[src/rtl/fse_pkg.sv]
`timescale 1ns / 1ps
// Shared types, constants and the sine table generator for the Fourier series evaluator.
package fse_pkg;

    localparam int MAX_ORDER_DEF = 16;
    localparam int SINE_BITS_DEF = 10;

    localparam int ORDER_W     = 5;
    localparam int WEIGHT_W    = 18;
    localparam int CFG_INDEX_W = 2;

    localparam logic [CFG_INDEX_W-1:0] CFG_ORDER  = 2'd0;
    localparam logic [CFG_INDEX_W-1:0] CFG_WEIGHT = 2'd1;

    localparam logic [ORDER_W-1:0]  ORDER_RESET  = 5'd1;
    localparam logic [WEIGHT_W-1:0] WEIGHT_RESET = 18'd65536;

    localparam logic [63:0] HALF_PI_Q30 = 64'd1686629713;

    typedef enum logic [2:0] {
        OP_WRITE,
        OP_CLEAR,
        OP_ACCUM,
        OP_EVAL,
        OP_READ
    } opcode_t;

    typedef enum logic [1:0] {
        STAT_OK,
        STAT_BAD_INDEX,
        STAT_SATURATED
    } status_t;

    typedef enum logic [2:0] {
        ST_IDLE,
        ST_DECODE,
        ST_SCALE0,
        ST_SCALE1,
        ST_RUN,
        ST_DRAIN0,
        ST_DRAIN1,
        ST_DONE
    } state_t;

    typedef struct packed {
        logic [2:0]         opcode;
        logic [4:0]         coef_index;
        logic [15:0]        phase;
        logic signed [31:0] value_a;
        logic signed [31:0] value_b;
    } in_item_t;

    typedef struct packed {
        logic signed [31:0] result_a;
        logic signed [31:0] result_b;
        logic [1:0]         status;
    } out_item_t;

    typedef struct packed {
        logic load;
        logic write_pair;
        logic clear_all;
        logic read_pair;
        logic scale_mult;
        logic scale_round;
        logic issue;
        logic load_result;
    } cmd_t;

    typedef struct packed {
        opcode_t opcode;
        logic    bad_index;
        logic    last;
        logic    out_busy;
    } stat_t;

    // Quarter-wave sine entry in Q0.16, Taylor series in Q2.30.
    function automatic logic [15:0] sine_entry(input int unsigned i, input int unsigned bits);
        logic [63:0] x;
        logic [63:0] x2;
        logic [63:0] t;
        logic [63:0] acc;
        logic [63:0] r;
        int          k;
        x   = (64'(i) * HALF_PI_Q30) >> bits;
        x2  = (x * x) >> 30;
        t   = x;
        acc = x;
        for (k = 1; k <= 7; k++)
        begin
            t = ((t * x2) >> 30) / 64'((2 * k) * (2 * k + 1));
            if ((k & 1) == 1)
                acc = acc - t;
            else
                acc = acc + t;
        end
        r = (acc + 64'd8192) >> 14;
        if (r > 64'd65535)
            r = 64'd65535;
        return r[15:0];
    endfunction

endpackage

[src/rtl/fse_ctrl.sv]
`timescale 1ns / 1ps
// Sequencer that steps the datapath through one item at a time.
module fse_ctrl (
    input  logic           clk,
    input  logic           rst_n,
    input  logic           in_valid,
    output logic           in_ready,
    input  logic           out_ready,
    input  fse_pkg::stat_t stat,
    output fse_pkg::cmd_t  cmd
);

    fse_pkg::state_t state_reg;
    fse_pkg::state_t state_next;

    always_ff @(posedge clk or negedge rst_n)
    begin
        if (!rst_n)
            state_reg <= fse_pkg::ST_IDLE;
        else
            state_reg <= state_next;
    end

    always_comb
    begin
        state_next = state_reg;
        unique case (state_reg)
            fse_pkg::ST_IDLE:
                if (in_valid)
                    state_next = fse_pkg::ST_DECODE;
            fse_pkg::ST_DECODE:
                if (stat.bad_index)
                    state_next = fse_pkg::ST_DONE;
                else
                begin
                    unique case (stat.opcode)
                        fse_pkg::OP_ACCUM: state_next = fse_pkg::ST_SCALE0;
                        fse_pkg::OP_EVAL:  state_next = fse_pkg::ST_RUN;
                        default:           state_next = fse_pkg::ST_DONE;
                    endcase
                end
            fse_pkg::ST_SCALE0: state_next = fse_pkg::ST_SCALE1;
            fse_pkg::ST_SCALE1: state_next = fse_pkg::ST_RUN;
            fse_pkg::ST_RUN:
                if (stat.last)
                    state_next = fse_pkg::ST_DRAIN0;
            fse_pkg::ST_DRAIN0: state_next = fse_pkg::ST_DRAIN1;
            fse_pkg::ST_DRAIN1: state_next = fse_pkg::ST_DONE;
            fse_pkg::ST_DONE:
                if (!stat.out_busy || out_ready)
                    state_next = fse_pkg::ST_IDLE;
            default: state_next = fse_pkg::ST_IDLE;
        endcase
    end

    always_comb
    begin
        cmd      = '0;
        in_ready = 1'b0;
        unique case (state_reg)
            fse_pkg::ST_IDLE:
            begin
                in_ready = 1'b1;
                cmd.load = in_valid;
            end
            fse_pkg::ST_DECODE:
                if (!stat.bad_index)
                begin
                    unique case (stat.opcode)
                        fse_pkg::OP_WRITE: cmd.write_pair = 1'b1;
                        fse_pkg::OP_CLEAR: cmd.clear_all  = 1'b1;
                        fse_pkg::OP_READ:  cmd.read_pair  = 1'b1;
                        default:           cmd.write_pair = 1'b0;
                    endcase
                end
            fse_pkg::ST_SCALE0: cmd.scale_mult  = 1'b1;
            fse_pkg::ST_SCALE1: cmd.scale_round = 1'b1;
            fse_pkg::ST_RUN:    cmd.issue       = 1'b1;
            fse_pkg::ST_DONE:   cmd.load_result = !stat.out_busy || out_ready;
            default:            cmd             = '0;
        endcase
    end

endmodule

[config.mk]
export PLATFORM = sky130hd
export DESIGN_NAME = fse_ctrl
export DESIGN_NICKNAME = d
export VERILOG_FILES = /design/src/rtl/fse_pkg.sv /design/src/rtl/fse_ctrl.sv
export SDC_FILE = /design/constraint.sdc
export NUM_CORES = 1
export LEC_CHECK = 0
export BUFFER_PORTS_ARGS = -buffer_cell sky130_fd_sc_hd__buf_2
export CORE_AREA = 2 2 39 41
export CTS_CLUSTER_SIZE = 28
export DETAILED_ROUTE_END_ITERATION = 16
export DIE_AREA = 0 0 41 43
export SYNTH_ARGS = -nofsm -noshare
export SYNTH_HDL_FRONTEND = slang
export SYNTH_SLANG_ARGS = --single-unit
[constraint.sdc]
create_clock -name clk -period 2 [get_ports clk]
set_clock_uncertainty 0.1 [all_clocks]
set_input_delay 0.2 -clock clk [delete_from_list [all_inputs] [get_ports clk]]
set_output_delay 0.2 -clock clk [all_outputs]
set_load 0.02 [all_outputs]
==> load_flow_metrics.sql <==
INSERT INTO impl_metrics (metric_group, metric, value, unit) VALUES
('run_status', 'run_status', 'finished, final reports clean', ''),
('cts', 'h_tree_levels', '1', ''),
('cts', 'cts_made_buffers', '3', ''),
('layout', 'share_of_final_layout_standard_cells_stronger_than_drive_strength_1', '40.74', '%'),
('pwr', 'leakagePower', '0.1912', 'nW'),
('sta', 'report.final.slew_viol_count', '0', ''),
('pwr', 'power.density', '1233', 'mW/mm²'),
('setup_path', 'setup_crit_end_kind', 'output port', ''),
('sta', 'setup_violations', '0', ''),
('min_path', 'timing.hold.worst.class', 'in -> reg', ''),
('yosys', 'syn_nets', '44', ''),
('detailed_routing', 'detailed_route_iter0_violations', '5', ''),
('setup_path', 'worstPathArrival', '1.40', 'ns'),
('yosys', 'synth_cell_types', '19', ''),
('setup_path', 'crit_path_top_delay_cell', 'sky130_fd_sc_hd__dfrtp_1', ''),
('setup_path', 'critical_path_required', '1.70', 'ns'),
('die', 'fp.dieArea', '0.001763', 'mm²'),
('die', 'floorplan.initialDensity', '18.17', '%'),
('layout', 'largest_register_ffs', '3', ''),
('yosys', 'yosysTopAreaCell', 'sky130_fd_sc_hd__dfrtp_1', ''),
('place', 'postPlaceCellArea', '346.6', 'µm²'),
('yosys', 'ys_seq_area_share', '29.85', '%'),
('detailed_routing', 'dr.pass1.iters', '4', ''),
('yosys', 'netlist.area_leader.share', '29.85', '%'),
('cts', 'postCtsSetupBuffers', '0', ''),
('yosys', 'yosys-mux-area-fraction', '0', '%'),
('yosys', 'post_synth_inst_count', '34', ''),
('sta', 'slew_headroom', '79.89', '%'),
('die', 'die_y', '43', 'µm'),
('detailed_routing', 'routed_via_density', '4.386', ''),
('cts', 'clkLatencyLatePin', '0.23', 'ns'),
('place', 'hpwl', '491.9', 'µm'),
('cts', 'cts.repair.resized', '0', ''),
('layout', 'final_nets', '65', ''),
('pwr', 'power.share.clock', '22.9', '%'),
('setup_path', 'crit_path_max_incr_delay', '0.47', 'ns'),
('yosys', 'synthAdderAreaFrac', '0', '%'),
('layout', 'final_design_area_no_fill', '382.9', 'µm²'),
('yosys', 'synthArstFlopShare', '100.0', '%'),
('yosys', 'synth-edff-count', '0', ''),
('sta', 'post-route-min-period', '1.702', 'ns'),
('die', 'core', '0.001384', 'mm²'),
('setup_path', 'timing.critical_path.cells', 'nor2_1 -> nand3_1 -> nor3b_1 -> buf_2', ''),
('yosys', 'netlist_area_before_placement', '251.5', 'µm²'),
('yosys', 'syn_area_per_cell', '7.397', 'µm²'),
('yosys', 'synth-seq-cells', '3', ''),
('pwr', 'p_comb_share', '42.8', '%'),
('place', 'buffer_ports.inserted', '18', ''),
('grt', 'grt_pass1_wl', '1083', 'µm'),
('die', 'die_x', '41', 'µm'),
('sta', 'fmax', '587.5', 'MHz'),
('sta', 'worst_slew_pin_tran', '0.3016', 'ns'),
('setup_path', 'startpoint_type', 'flop', ''),
('yosys', 'synth-compound-area-share', '12.94', '%'),
('cts', 'cts_num_sinks', '3', ''),
('yosys', 'synth_common_cells', '6 x sky130_fd_sc_hd__nor2_1, 3 x sky130_fd_sc_hd__and2_1, 3 x sky130_fd_sc_hd__buf_2, 3 x sky130_fd_sc_hd__dfrtp_1, 3 x sky130_fd_sc_hd__nor3_1', ''),
('setup_path', 'timing.critical_path.buf_inv', '1', ''),
('layout', 'final.fill_count', '160', ''),
('pwr', 'power.switching_fraction', '46.45', '%'),
('yosys', 'synth_simple_gate_area_share', '49.75', '%'),
('grt', 'global_route.overflow_total', '0', ''),
('grt', 'grt_max_degree', '12', ''),
('yosys', 'synth.area.top_cells', 'sky130_fd_sc_hd__dfrtp_1 30%, sky130_fd_sc_hd__nor2_1 9.0%, sky130_fd_sc_hd__and2_1 7.5%', ''),
('detailed_routing', 'num_vias', '307', ''),
('yosys', 'yosysWarningCount', '0', ''),
('grt', 'grt_antenna_before_repair', '0', ''),
('yosys', 'synth_xor_xnor_area_share', '0', '%'),
('detailed_routing', 'detail_route.drc_violations', '0', ''),
('sta', 'finalSetupTns', '0', 'ns'),
('pwr', 'max-vdd-ir-drop', '0.0002927', 'V'),
('die', 'top_level_port_count', '19', '');
path summary, 6_finish.rpt:
check | endpoint | cells past startpoint | from | slack [ns]
max reg2reg | state_reg[0] | 3 | state_reg[2] | 0.81
min reg2reg | state_reg[0] | 1 | state_reg[0] | 0.54
min | state_reg[0] | 3 | stat[1] | 0.16
min in group asynchronous | state_reg[2] | 2 | rst_n | 0.19
max | cmd[4] | 4 | state_reg[2] | 0.30
max in group asynchronous | state_reg[0] | 2 | rst_n | 1.50
tightest hold or removal path: stages:
cell and delay [ns]:
sky130_fd_sc_hd__buf_2 0.08, sky130_fd_sc_hd__a211oi_1 0.06, sky130_fd_sc_hd__o21ai_1 0.11
cells in the final DEF, fill, tap and decap left out:
cell and count:
sky130_fd_sc_hd__buf_2 18, sky130_fd_sc_hd__nor2_1 6, sky130_fd_sc_hd__and2_1 3, sky130_fd_sc_hd__nor3_1 3, sky130_fd_sc_hd__clkbuf_4 3, sky130_fd_sc_hd__dfrtp_1 3, sky130_fd_sc_hd__nand3_1 2, sky130_fd_sc_hd__nor3b_1 2
sky130_fd_sc_hd__nand2_1 1, sky130_fd_sc_hd__inv_1 1, sky130_fd_sc_hd__a21oi_1 1, sky130_fd_sc_hd__nor2b_1 1, sky130_fd_sc_hd__a211oi_1 1, sky130_fd_sc_hd__or3b_4 1, sky130_fd_sc_hd__and3b_1 1, sky130_fd_sc_hd__a32oi_1 1
sky130_fd_sc_hd__o21ai_1 1, sky130_fd_sc_hd__nor4_1 1, sky130_fd_sc_hd__nand3b_1 1, sky130_fd_sc_hd__o22ai_1 1, sky130_fd_sc_hd__clkbuf_1 1, sky130_fd_sc_hd__dlygate4sd3_1 1
logic make-up after synthesis:
| logic type | Yosys count |
|---|---|
| AOI/OAI and AO/OA | 5 |
| DFF | 3 |
| and+or+nand+nor | 22 |
| buffers and inverters | 4 |
timing repair:
item                                    4_1_cts  5_1_grt
hold buffers                                  1        0
endpoints found under the setup margin        0        0
endpoints found under the hold margin         3        0
final cells by class:
| class | count | area [µm²] | area share (%) |
|---|---|---|---|
| Inverter | 1 | 3.754 | 0.9804 |
| Timing Repair Buffer | 19 | 100.1 | 26.14 |
| Clock buffer | 4 | 26.28 | 6.863 |
| Tap cell | 16 | 20.02 | 5.229 |
| Multi-Input combinational cell | 27 | 157.7 | 41.18 |
| Sequential cell | 3 | 75.07 | 19.61 |
power groups by stage:
stage | Sequential, mW | Combinational, mW | Clock [mW]
floorplan | 0.0972 | 0.212 | 0
global placement | 0.158 | 0.199 | 0
detailed placement | 0.162 | 0.201 | 0
CTS | 0.162 | 0.203 | 0.111
global route | 0.173 | 0.226 | 0.115
finish | 0.162 | 0.202 | 0.108
through the flow:
step           instances  utilization [%]  power, mW
2_1_floorplan         34                -     0.3095
3_3_place_gp          65            25.05     0.3571
3_5_place_dp          65            25.05     0.3635
4_1_cts               70            27.67     0.4761
5_1_grt               70            27.67     0.5151
6_report              70            27.67     0.4722
routing by layer:
metal	routed length (µm)	vias up	GRT usage (%)	share of wire (%)
met3	42	2	3.141	6.2
met5	0	-	0	0
met1	303	130	11.61	45
met4	12	0	12.00	1.8
li1	-	161	-	-
met2	319	14	12.50	47
No activity file was read; power rests on OpenSTA's default activity.
